**src/framebuffer_config_best_match_defines.svh**
```systemverilog
// assertion macros for the framebuffer config best match block
`ifndef FRAMEBUFFER_CONFIG_BEST_MATCH_DEFINES_SVH
`define FRAMEBUFFER_CONFIG_BEST_MATCH_DEFINES_SVH

// same-cycle property, disabled while in reset
`define FBCBM_ASSERT(lbl, clk_i, rstn_i, prop, msg) \
  lbl: assert property (@(posedge clk_i) disable iff (!rstn_i) (prop)) \
    else $error(msg);

// antecedent this cycle, consequent on the next edge
`define FBCBM_ASSERT_NEXT(lbl, clk_i, rstn_i, ante, cons, msg) \
  lbl: assert property (@(posedge clk_i) disable iff (!rstn_i) (ante) |=> (cons)) \
    else $error(msg);

`endif

```
**src/fbcbm_pkg.sv**
```systemverilog
// shared types, constants and helpers for the framebuffer config best match block
package fbcbm_pkg;

  localparam int MAX_CANDIDATES_DEF = 64;
  localparam int QUEUE_DEPTH        = 2;
  localparam int Q_PTR_W            = (QUEUE_DEPTH > 1) ? $clog2(QUEUE_DEPTH) : 1;
  localparam int Q_CNT_W            = $clog2(QUEUE_DEPTH + 1);

  localparam int IN_DATA_W  = 72;
  localparam int OUT_DATA_W = 48;
  localparam int CFG_IDX_W  = 3;
  localparam int CFG_DATA_W = 24;

  typedef logic [5:0]  index_t;
  typedef logic [2:0]  missing_t;
  typedef logic [17:0] color_cost_t;
  typedef logic [20:0] extra_cost_t;

  typedef enum logic [CFG_IDX_W-1:0] {
    REG_WANTED_COLOR   = 3'd0,
    REG_WANTED_ALPHA   = 3'd1,
    REG_WANTED_DEPTH   = 3'd2,
    REG_WANTED_STENCIL = 3'd3,
    REG_WANTED_SAMPLES = 3'd4,
    REG_WANTED_VERSION = 3'd5,
    REG_WANTED_EXTRAS  = 3'd6
  } cfg_reg_t;

  typedef struct packed {
    missing_t    missing;
    color_cost_t color;
    extra_cost_t extra;
    logic        last;
  } score_t;

  typedef struct packed {
    logic               empty;
    logic               full;
    logic [Q_CNT_W-1:0] count;
  } q_status_t;

  function automatic logic [19:0] sqdiff(input logic [9:0] want, input logic [9:0] have);
    logic [9:0] d;
    d = (want > have) ? (want - have) : (have - want);
    return (want != 10'd0) ? (d * d) : 20'd0;
  endfunction

endpackage

```
**src/fbcbm_front.sv**
```systemverilog
// front end: config registers, word acceptance and candidate scoring
module fbcbm_front (
  input  logic                                clk,
  input  logic                                rst_n,
  input  logic                                cfg_wen,
  input  logic [fbcbm_pkg::CFG_IDX_W-1:0]     cfg_index,
  input  logic [fbcbm_pkg::CFG_DATA_W-1:0]    cfg_wdata,
  input  logic                                in_tvalid,
  output logic                                in_tready,
  input  logic [fbcbm_pkg::IN_DATA_W-1:0]     in_tdata,
  input  logic                                in_tlast,
  input  fbcbm_pkg::q_status_t                q_stat,
  output logic                                push,
  output fbcbm_pkg::score_t                   push_entry
);

  logic [23:0] wanted_color_r;
  logic [7:0]  wanted_alpha_r;
  logic [7:0]  wanted_depth_r;
  logic [7:0]  wanted_stencil_r;
  logic [7:0]  wanted_samples_r;
  logic [9:0]  wanted_version_r;
  logic [1:0]  wanted_extras_r;

  always_ff @(posedge clk) begin
    if (!rst_n) begin
      wanted_color_r   <= '0;
      wanted_alpha_r   <= '0;
      wanted_depth_r   <= '0;
      wanted_stencil_r <= '0;
      wanted_samples_r <= '0;
      wanted_version_r <= '0;
      wanted_extras_r  <= '0;
    end else if (cfg_wen) begin
      unique case (cfg_index)
        fbcbm_pkg::REG_WANTED_COLOR:   wanted_color_r   <= cfg_wdata[23:0];
        fbcbm_pkg::REG_WANTED_ALPHA:   wanted_alpha_r   <= cfg_wdata[7:0];
        fbcbm_pkg::REG_WANTED_DEPTH:   wanted_depth_r   <= cfg_wdata[7:0];
        fbcbm_pkg::REG_WANTED_STENCIL: wanted_stencil_r <= cfg_wdata[7:0];
        fbcbm_pkg::REG_WANTED_SAMPLES: wanted_samples_r <= cfg_wdata[7:0];
        fbcbm_pkg::REG_WANTED_VERSION: wanted_version_r <= cfg_wdata[9:0];
        fbcbm_pkg::REG_WANTED_EXTRAS:  wanted_extras_r  <= cfg_wdata[1:0];
        default: ;
      endcase
    end
  end

  logic [7:0] red, green, blue, alpha, depth, stencil, samples;
  logic [9:0] version;
  logic       fbuf, noerr;

  assign red     = in_tdata[7:0];
  assign green   = in_tdata[15:8];
  assign blue    = in_tdata[23:16];
  assign alpha   = in_tdata[31:24];
  assign depth   = in_tdata[39:32];
  assign stencil = in_tdata[47:40];
  assign samples = in_tdata[55:48];
  assign version = in_tdata[65:56];
  assign fbuf    = in_tdata[66];
  assign noerr   = in_tdata[67];

  logic [5:0] miss_bits;
  logic [19:0] sq_r, sq_g, sq_b, sq_a, sq_d, sq_s, sq_m, sq_v;

  always_comb begin
    miss_bits[0] = (wanted_alpha_r   != 8'd0) && (alpha   == 8'd0);
    miss_bits[1] = (wanted_depth_r   != 8'd0) && (depth   == 8'd0);
    miss_bits[2] = (wanted_stencil_r != 8'd0) && (stencil == 8'd0);
    miss_bits[3] = (wanted_samples_r != 8'd0) && (samples == 8'd0);
    miss_bits[4] = wanted_extras_r[0] && !fbuf;
    miss_bits[5] = wanted_extras_r[1] && !noerr;

    sq_r = fbcbm_pkg::sqdiff({2'b00, wanted_color_r[7:0]},   {2'b00, red});
    sq_g = fbcbm_pkg::sqdiff({2'b00, wanted_color_r[15:8]},  {2'b00, green});
    sq_b = fbcbm_pkg::sqdiff({2'b00, wanted_color_r[23:16]}, {2'b00, blue});
    sq_a = fbcbm_pkg::sqdiff({2'b00, wanted_alpha_r},   {2'b00, alpha});
    sq_d = fbcbm_pkg::sqdiff({2'b00, wanted_depth_r},   {2'b00, depth});
    sq_s = fbcbm_pkg::sqdiff({2'b00, wanted_stencil_r}, {2'b00, stencil});
    sq_m = fbcbm_pkg::sqdiff({2'b00, wanted_samples_r}, {2'b00, samples});
    sq_v = fbcbm_pkg::sqdiff(wanted_version_r, version);

    push_entry.missing = 3'(miss_bits[0]) + 3'(miss_bits[1]) + 3'(miss_bits[2])
                       + 3'(miss_bits[3]) + 3'(miss_bits[4]) + 3'(miss_bits[5]);
    push_entry.color   = 18'(sq_r[15:0]) + 18'(sq_g[15:0]) + 18'(sq_b[15:0]);
    push_entry.extra   = 21'(sq_a[15:0]) + 21'(sq_d[15:0]) + 21'(sq_s[15:0])
                       + 21'(sq_m[15:0]) + 21'(sq_v);
    push_entry.last    = in_tlast;
  end

  assign in_tready = !q_stat.full;
  assign push      = in_tvalid && !q_stat.full;

endmodule

```
**src/fbcbm_queue.sv**
```systemverilog
// short queue of scored words between the front and back ends
module fbcbm_queue (
  input  logic                  clk,
  input  logic                  rst_n,
  input  logic                  push,
  input  fbcbm_pkg::score_t     push_entry,
  input  logic                  pop,
  output fbcbm_pkg::score_t     head,
  output fbcbm_pkg::q_status_t  q_stat
);

  localparam int DEPTH = fbcbm_pkg::QUEUE_DEPTH;
  localparam int PW    = fbcbm_pkg::Q_PTR_W;
  localparam int CW    = fbcbm_pkg::Q_CNT_W;

  fbcbm_pkg::score_t slot_r [DEPTH];
  logic [PW-1:0] wr_ptr_r, rd_ptr_r;
  logic [CW-1:0] count_r;

  always_ff @(posedge clk) begin
    if (push) begin
      slot_r[wr_ptr_r] <= push_entry;
    end
  end

  always_ff @(posedge clk) begin
    if (!rst_n) begin
      wr_ptr_r <= '0;
      rd_ptr_r <= '0;
      count_r  <= '0;
    end else begin
      if (push) begin
        wr_ptr_r <= (wr_ptr_r == PW'(DEPTH - 1)) ? '0 : wr_ptr_r + 1'b1;
      end
      if (pop) begin
        rd_ptr_r <= (rd_ptr_r == PW'(DEPTH - 1)) ? '0 : rd_ptr_r + 1'b1;
      end
      unique case ({push, pop})
        2'b10:   count_r <= count_r + 1'b1;
        2'b01:   count_r <= count_r - 1'b1;
        default: count_r <= count_r;
      endcase
    end
  end

  assign head         = slot_r[rd_ptr_r];
  assign q_stat.empty = (count_r == '0);
  assign q_stat.full  = (count_r == CW'(DEPTH));
  assign q_stat.count = count_r;

endmodule

```
**src/fbcbm_back.sv**
```systemverilog
// back end: running best candidate and result output register
module fbcbm_back #(
  parameter int MAX_CANDIDATES = fbcbm_pkg::MAX_CANDIDATES_DEF
) (
  input  logic                              clk,
  input  logic                              rst_n,
  input  fbcbm_pkg::score_t                 head,
  input  fbcbm_pkg::q_status_t              q_stat,
  output logic                              pop,
  output logic                              out_tvalid,
  input  logic                              out_tready,
  output logic [fbcbm_pkg::OUT_DATA_W-1:0]  out_tdata
);

  localparam int CNT_W = $clog2(MAX_CANDIDATES + 1);
  localparam int IDX_W = $clog2(MAX_CANDIDATES);

  logic [CNT_W-1:0]        cnt_r;
  logic [IDX_W-1:0]        win_r;
  logic                    have_r;
  fbcbm_pkg::missing_t     miss_r;
  fbcbm_pkg::color_cost_t  color_r;
  fbcbm_pkg::extra_cost_t  extra_r;

  logic                                out_valid_r, out_valid_nxt;
  logic [fbcbm_pkg::OUT_DATA_W-1:0]    out_data_r;

  logic                    scoring, take;
  logic [IDX_W-1:0]        upd_win;
  fbcbm_pkg::missing_t     upd_miss;
  fbcbm_pkg::color_cost_t  upd_color;
  fbcbm_pkg::extra_cost_t  upd_extra;

  assign pop = !q_stat.empty && (!head.last || !out_valid_r || out_tready);
  assign scoring = (cnt_r < CNT_W'(MAX_CANDIDATES));

  always_comb begin
    priority if (!have_r || head.missing < miss_r) begin
      take = 1'b1;
    end else if (head.missing == miss_r) begin
      take = (head.color < color_r) || ((head.color == color_r) && (head.extra < extra_r));
    end else begin
      take = 1'b0;
    end
    if (scoring && take) begin
      upd_win   = cnt_r[IDX_W-1:0];
      upd_miss  = head.missing;
      upd_color = head.color;
      upd_extra = head.extra;
    end else begin
      upd_win   = win_r;
      upd_miss  = miss_r;
      upd_color = color_r;
      upd_extra = extra_r;
    end
  end

  always_ff @(posedge clk) begin
    if (!rst_n) begin
      cnt_r   <= '0;
      win_r   <= '0;
      have_r  <= 1'b0;
      miss_r  <= '1;
      color_r <= '1;
      extra_r <= '1;
    end else if (pop) begin
      if (head.last) begin
        cnt_r   <= '0;
        win_r   <= '0;
        have_r  <= 1'b0;
        miss_r  <= '1;
        color_r <= '1;
        extra_r <= '1;
      end else begin
        if (scoring) begin
          cnt_r <= cnt_r + 1'b1;
        end
        win_r   <= upd_win;
        have_r  <= have_r || scoring;
        miss_r  <= upd_miss;
        color_r <= upd_color;
        extra_r <= upd_extra;
      end
    end
  end

  always_comb begin
    if (pop && head.last) begin
      out_valid_nxt = 1'b1;
    end else if (out_tready) begin
      out_valid_nxt = 1'b0;
    end else begin
      out_valid_nxt = out_valid_r;
    end
  end

  always_ff @(posedge clk) begin
    if (!rst_n) begin
      out_valid_r <= 1'b0;
    end else begin
      out_valid_r <= out_valid_nxt;
    end
  end

  always_ff @(posedge clk) begin
    if (pop && head.last) begin
      out_data_r <= {upd_extra, upd_color, upd_miss, fbcbm_pkg::index_t'(upd_win)};
    end
  end

  assign out_tvalid = out_valid_r;
  assign out_tdata  = out_data_r;

endmodule

```
**src/framebuffer_config_best_match.sv**
```systemverilog
// top level of the framebuffer config best match block
// usage:
//   cfg_wen/cfg_index/cfg_wdata set the wanted configuration, one register per
//   write, only while the block is idle.
//   candidates stream in on in_*, one word per cycle while in_tready is high,
//   in_tlast on the last one of a set. each word is scored as it is taken and
//   parked in a two-word queue. the back end folds each queued score into the
//   running best at one word per cycle unless a held result stalls a last
//   word; on the last word it loads the winner into the output register.
//   out_tvalid rises at the edge that takes the back end's last word.
//   throughput is one candidate per cycle, set by the combinational compare in
//   the back end; a held result stalls only the next last word, and the queue
//   then fills and in_tready drops.
//   candidates past MAX_CANDIDATES in a set are not scored; their last still
//   closes the set.
//   reset clears the wanted registers to zero, empties the queue, drops the
//   running best and any pending result.
`include "framebuffer_config_best_match_defines.svh"

module framebuffer_config_best_match #(
  parameter int MAX_CANDIDATES = fbcbm_pkg::MAX_CANDIDATES_DEF
) (
  input  logic                              clk,
  input  logic                              rst_n,
  input  logic                              cfg_wen,
  input  logic [fbcbm_pkg::CFG_IDX_W-1:0]   cfg_index,
  input  logic [fbcbm_pkg::CFG_DATA_W-1:0]  cfg_wdata,
  input  logic                              in_tvalid,
  output logic                              in_tready,
  // red 7:0, green 15:8, blue 23:16, alpha 31:24, depth 39:32, stencil 47:40,
  // samples 55:48, version 65:56, float buffer 66, no-error 67, zero 71:68
  input  logic [fbcbm_pkg::IN_DATA_W-1:0]   in_tdata,
  input  logic                              in_tlast,
  output logic                              out_tvalid,
  input  logic                              out_tready,
  // best index 5:0, missing 8:6, colour cost 26:9, extra cost 47:27
  output logic [fbcbm_pkg::OUT_DATA_W-1:0]  out_tdata
);

  logic                  push, pop;
  fbcbm_pkg::score_t     push_entry, head;
  fbcbm_pkg::q_status_t  q_stat;

  fbcbm_front u_front (
    .clk        (clk),
    .rst_n      (rst_n),
    .cfg_wen    (cfg_wen),
    .cfg_index  (cfg_index),
    .cfg_wdata  (cfg_wdata),
    .in_tvalid  (in_tvalid),
    .in_tready  (in_tready),
    .in_tdata   (in_tdata),
    .in_tlast   (in_tlast),
    .q_stat     (q_stat),
    .push       (push),
    .push_entry (push_entry)
  );

  fbcbm_queue u_queue (
    .clk        (clk),
    .rst_n      (rst_n),
    .push       (push),
    .push_entry (push_entry),
    .pop        (pop),
    .head       (head),
    .q_stat     (q_stat)
  );

  fbcbm_back #(
    .MAX_CANDIDATES (MAX_CANDIDATES)
  ) u_back (
    .clk        (clk),
    .rst_n      (rst_n),
    .head       (head),
    .q_stat     (q_stat),
    .pop        (pop),
    .out_tvalid (out_tvalid),
    .out_tready (out_tready),
    .out_tdata  (out_tdata)
  );

  `FBCBM_ASSERT(a_no_pop_empty, clk, rst_n, !pop || !q_stat.empty, "pop from empty queue")
  `FBCBM_ASSERT_NEXT(a_accept_queued, clk, rst_n, in_tvalid && in_tready, q_stat.count != '0, "accepted word not queued")
  `FBCBM_ASSERT(a_result_from_last, clk, rst_n, !$rose(out_tvalid) || $past(pop && head.last), "result without last word")
  `FBCBM_ASSERT_NEXT(a_full_stalls, clk, rst_n, q_stat.full && !pop, !in_tready, "queue full but input ready")

endmodule

```
**config.mk**
```make
export PLATFORM = sky130hd
export DESIGN_NAME = framebuffer_config_best_match
export DESIGN_NICKNAME = d
export VERILOG_FILES = /design/src/fbcbm_pkg.sv /design/src/fbcbm_front.sv /design/src/fbcbm_queue.sv /design/src/fbcbm_back.sv /design/src/framebuffer_config_best_match.sv
export VERILOG_INCLUDE_DIRS = /design/src /design/src/src
export SDC_FILE = /design/constraint.sdc
export NUM_CORES = 2
export LEC_CHECK = 0
export ABC_CLOCK_PERIOD_IN_PS = 19000
export BUFFER_PORTS_ARGS = -buffer_cell sky130_fd_sc_hd__buf_2
export CAP_MARGIN = 10
export CORE_MARGIN = 4
export CORE_UTILIZATION = 40
export CTS_CLUSTER_DIAMETER = 120
export CTS_CLUSTER_SIZE = 12
export DETAILED_ROUTE_END_ITERATION = 10
export GPL_ROUTABILITY_DRIVEN = 0
export GPL_TIMING_DRIVEN = 0
export HOLD_SLACK_MARGIN = 0.06
export PLACE_DENSITY = 0.61
export RECOVER_POWER = 50
export REMOVE_ABC_BUFFERS = 1
export SKIP_CTS_REPAIR_TIMING = 1
export SLEW_MARGIN = 0
export SYNTH_ARGS = -nofsm -noshare
export SYNTH_HDL_FRONTEND = slang
export SYNTH_HIERARCHICAL = 1
export SYNTH_SLANG_ARGS = --single-unit
```
**constraint.sdc**
```tcl
create_clock -name clk -period 19 [get_ports clk]
set_input_delay 0.95 -clock clk [delete_from_list [all_inputs] [get_ports clk]]
set_output_delay 0.95 -clock clk [all_outputs]
set_load 0.01 [all_outputs]
```
; Yosys cells after proc, flatten, opt, wreduce, memory -nomap -nowiden
; Memory sizes are Yosys's and may differ from the RTL's. A register that Yosys moved wholly into a read port is not among the register bits.
; Cells that the tools add are included.
[totals]
memories = 1
in_bits = 105
mem_bits_rw = 86
out_inout_bits = 50
word_cells = 168
regBits = 177
[classes]
multipliers = 8
n_eq_ne = 11
n_lt_le_gt_ge = 12
n_addsub = 32
n_reduce_logical = 48
mux = 38
[mem_list]
columns = name, words, width, rd, rd_clocked_by_memory_dff, wr, line_no
row1 = u_queue.slot_r, 2, 43, 1, 1, 1, fbcbm_queue.sv:16  ; fbcbm_pkg::score_t slot_r [DEPTH];
[ops]
columns = op, count
row1 = 8-bit by 8-bit subtractor with 9-bit output, 14
row2 = 10-bit by 10-bit multiplier with 16-bit output, 7
row3 = 16-bit 2-to-1 mux, 7
row4 = 10-bit 2-to-1 mux, 8
row5 = 8-bit greater-than comparator, 7
row6 = 8-bit nonzero test, 7
row7 = 21-bit by 16-bit adder with 21-bit output, 2
row8 = 21-bit 2-to-1 mux, 2
row9 = 18-bit 2-to-1 mux, 2
row10 = 16-bit by 16-bit adder with 17-bit output, 2
row11 = 8-bit zero test, 4
row12 = 21-bit by 20-bit adder with 21-bit output, 1
row13 = 21-bit < comparator, 1
row14 = 10-bit by 10-bit multiplier with 20-bit output, 1
row15 = 20-bit 2-to-1 mux, 1
row16 = 10-bit subtractor, 2
row17 = 18-bit by 16-bit adder with 18-bit output, 1
row18 = 18-bit equality test, 1
row19 = 18-bit < comparator, 1
row20 = 2-bit AND reduction, 8
row21 = 7-bit 2-to-1 mux, 2
row22 = 3-bit by 1-bit adder with 3-bit output, 4
row23 = 6-bit 2-to-1 mux, 2
row24 = 1-bit logical AND, 11
row25 = other kinds (23), 51

; Logic depth before layout (Yosys ltp)
[depth]
word_depth = 8
ltp_mapped = 48
mapped_depth_nobuf = 47

; By module
; The synthesis kept the hierarchy.
[by_module_without_submodules]
columns = mod, cells_per_inst, seq_area_each_um2, n_inst, area_per_inst_um2
row1 = fbcbm_front, 3753, 1361.3, 1, 30618.1
row2 = fbcbm_back, 546, 2582.5, 1, 5816.8
row3 = fbcbm_queue, 156, 2682.6, 1, 3308.2

; Worst setup path after synthesis
; OpenSTA, ideal clock, no wires.
[synth_timing]
kind = input to register
from = in in_tdata[36] (netlist name)
to = mem u_queue/slot_r[0][21] (netlist name) (data pin)
cell_stages = 43
arrival_ns = 10.740
path_buffers = 2
setup_ns = 0.258
path_slack_ns = 8.002
t_required_ns = 18.742
path_cell_list = inv_1 -> ha_1 -> clkbuf_1 -> a21o_1 -> a221o_1 -> o22ai_1 -> buf_2 -> mux2i_1 -> o221ai_1 -> a211oi_1 -> nor2_1 -> xnor2_1 -> nor2_1 -> fa_1 -> inv_1 -> fa_1 -> fa_1 -> inv_1 -> (+7 left out) -> a21boi_0 -> nor3_1 -> fa_1 -> fa_1 -> inv_1 -> fa_1 -> inv_1 -> ha_1 -> nand4_1 -> nor2_1 -> a21oi_1 -> o31ai_1 -> o41a_1 -> o41ai_1 -> o21bai_1 -> a21o_1 -> a21oi_1 -> nor2b_1
[synth_rtl]
columns = item, line_no
row1 = "start, declared", framebuffer_config_best_match.sv:32  ; input logic [fbcbm_pkg::IN_DATA_W-1:0] in_tdata,
row2 = "end, declared", fbcbm_queue.sv:16

==> impl_metrics.toml <==
[grt]
grt_max_degree = 54
antenna_found_initial = 14
grt_overflow = 0
grt_pass1_vias = 29900
grt_pass1_wl_um = 155000
grt_usage_pct = 18.3

[sta]
fmax_ghz = 0.0794
fin_crit_ns = 12.59
maxSlewViolCount = 211
finalSetupViolCount = 0
whs_ns = 0.491
period_share_pct = 66.2
setup_tns_ns = 0
hold_viol = 0
rsz0062_at_grt = "false"
worstMarginPinSlew_ns = 2.55
fin_skew_ns = 0.0396
maxSlewHeadroom_pct = -69.9

[placed_design]
io_buffer_count = 150
hpwl_um = 78800
place_area_um2 = 42000

[setup_path]
cpMostUsedCell = "fa_1"
startpoint = "in_tdata[33]"
reg2reg_to = "u_queue/slot_r[1][21]"
crit_family = "adder cells"
cp_num_buf_inv = 8
cp-end-kind = "flop"
regToRegStartpoint = "u_front/wanted_depth_r[4]"
critPathSlowestCell = "o22ai_1"
max_stage_delay_ns = 0.92
path_max_fanout = 10
critPathLaunchType = "input pin"
r2r_setup_slack_ns = 6.59
critPathKind = "input pin to flop"
worstRegToRegCells = 40
cp.arrival_ns = 12.94
worstPathRequired_ns = 19.35

[flow_run]
max_cap_violations = 7

[synthesis]
synth.area.top_cells = "fa_1, ha_1, edfxtp_1"
syn_area_per_cell_um2 = 8.92
netlist_area_um2 = 39700
synth_top_cell_by_area = "fa_1"
ys_warn_count = 6
ys_types = 90
ys.flop_type = "edfxtp_1"
synthCells = 4455
synth_edf_count = 134
ys_ff_latch = 264
ys_async_sr_fraction_pct = 0
synth_top_area_share_pct = 22.1
seq_area_frac_synth_pct = 16.7

[detailed_routing]
drc = 0
dr_total_vias = 30000
ant_nets = 0
dr.pass1.iters = 5
drtIter0Drc = 1600
wl_per_cell_um = 16.4
routed_via_density = 5.12
drt-total-wl_um = 95800

[clocking]
cts_inserted_buffers = 27
cts_tree = "done"
ctsHtreeMaxLevel = 1
worstSkewPairLatency_ns = 0.62
numClockSinks = 264
path_clk_slew_ns = 0.07
cts-root-buf = "clkbuf_16"
clockBufferDepth = 3

[die]
num_rows = 115
initial_utilization_pct = 40.4
ios = 155
dieWidth_um = 323
die_h_um = 323
die_area_um2 = 104000
coreArea_um2 = 98400

[worst_hold_path]
worstHoldPathType = "flop to flop"
worstHoldEndpoint = "u_back/have_r"
worstHoldStart = "u_back/have_r"
min_path_cells = 2

[final_layout]
design_area_um2 = 42700
syn2layout_area_growth_pct = 7.42
fillers = 9945
fin_util_pct = 43.4
final-seq-area_um2 = 6630
layout-drive-gt1-share_pct = 7.84
multi_input_area_um2 = 29400
nNetsFinal = 5593

[status]
violations = "capacitance limit, slew limit"
status = "finished, violations left"
## routing by layer
layer	part of all wire [%]	wire length, um	up-vias	track usage [%]
li1	-	-	14800	-
met1	48	45500	14600	25.2
met2	47	44600	450	30.7
met3	3.7	3510	104	2.25
met4	2.2	2080	8	4.08
met5	0.064	61	-	0
## cells in the mapped netlist, types with 20 or more instances
library cell,number
nor4_1,70
xor2_1,59
xnor2_1,169
mux2i_1,55
a21o_1,63
a21boi_0,80
nand2_1,327
edfxtp_1,134
o21ai_0,107
fa_1,439
ha_1,511
dfxtp_1,130
nand4_1,24
nand2b_1,55
and3_1,37
mux2_2,120
or3_1,32
a311oi_1,41
buf_2,20
or2_2,61
nand3_1,51
clkbuf_1,91
inv_1,859
a21oi_1,154
nor2b_1,50
nor2_1,356
and2_1,20
o21bai_1,58
o21a_1,21
nor3_1,50
## tightest hold or removal path, delay by kind of cell (launching register included)
family	cells	cell delay [ns]
AND/OR/NAND/NOR	2	0.12
flip-flops	1	0.34
## worst max path at each step
stage | slack, ns | end | cells after the start
floorplan | 7.71 | u_queue/slot_r[0][21] | 41
global placement | 5.94 | u_queue/slot_r[0][21] | 42
detailed placement | 5.93 | u_queue/slot_r[1][21] | 42
CTS | 6.53 | u_queue/slot_r[1][21] | 42
global route | 5.72 | u_queue/slot_r[1][21] | 43
finish | 6.41 | u_queue/slot_r[1][21] | 43
## registers in the layout, indices dropped and copies added (netlist names), 2 cells and up, named ones only
name,count
u_queue/count_r,2
u_front/wanted_color_r,24
u_front/wanted_samples_r,8
u_back/miss_r,3
u_back/color_r,18
u_back/extra_r,21
u_back/win_r,6
u_back/out_tdata,48
u_front/wanted_alpha_r,8
u_front/wanted_depth_r,8
u_queue/slot_r,86
u_front/wanted_stencil_r,8
u_back/cnt_r,7
u_front/wanted_version_r,10
u_front/wanted_extras_r,2
## cells by family after synthesis
group / count (synthesis) / synth area share [%]
compound gates: 682 / 11.7
simple gates: 1173 / 14.1
flops: 264 / 16.7
buf+inv: 981 / 9.41
xor+xnor: 230 / 5.13
mux: 175 / 4.79
fa+ha+maj: 950 / 38.2
## layout make-up
cell class / instances / area share, %
Sequential cell: 264 / 15.5
Timing Repair Buffer: 175 / 2.28
Clock buffer: 43 / 1.75
Inverter: 860 / 7.56
Clock inverter: 4 / 0.164
Tap cell: 1287 / 3.77
Multi-Input combinational cell: 3210 / 68.9
Antenna cell: 9 / 0.0528
## per-stage QoR
stage,setup WS [ns],instances
2_1_floorplan,7.71,4334
3_3_place_gp,5.94,5771
3_5_place_dp,5.93,5794
4_1_cts,6.53,5841
5_1_grt,5.72,5846
6_report,6.41,5852
## cells in the final DEF, fill, tap and decap left out, drive strengths merged, types with 20 or more instances in the layout
master    n
a21boi   82
a21o     63
a21oi   154
a311oi   42
and2     20
and3     37
buf     116
clkbuf  102
dfxtp   130
edfxtp  134
fa      439
ha      511
inv     862
mux2    120
mux2i    55
nand2   328
nand2b   55
nand3    51
nand4    24
nor2    356
nor2b    50
nor3     51
nor4     70
o21a     21
o21ai   112
o21bai   58
or2      61
or3      32
xnor2   171
xor2     59
Power is left out: the tool's default activity adds up to more than one toggle a clock period on the data nets, which glitch-free logic cannot reach.
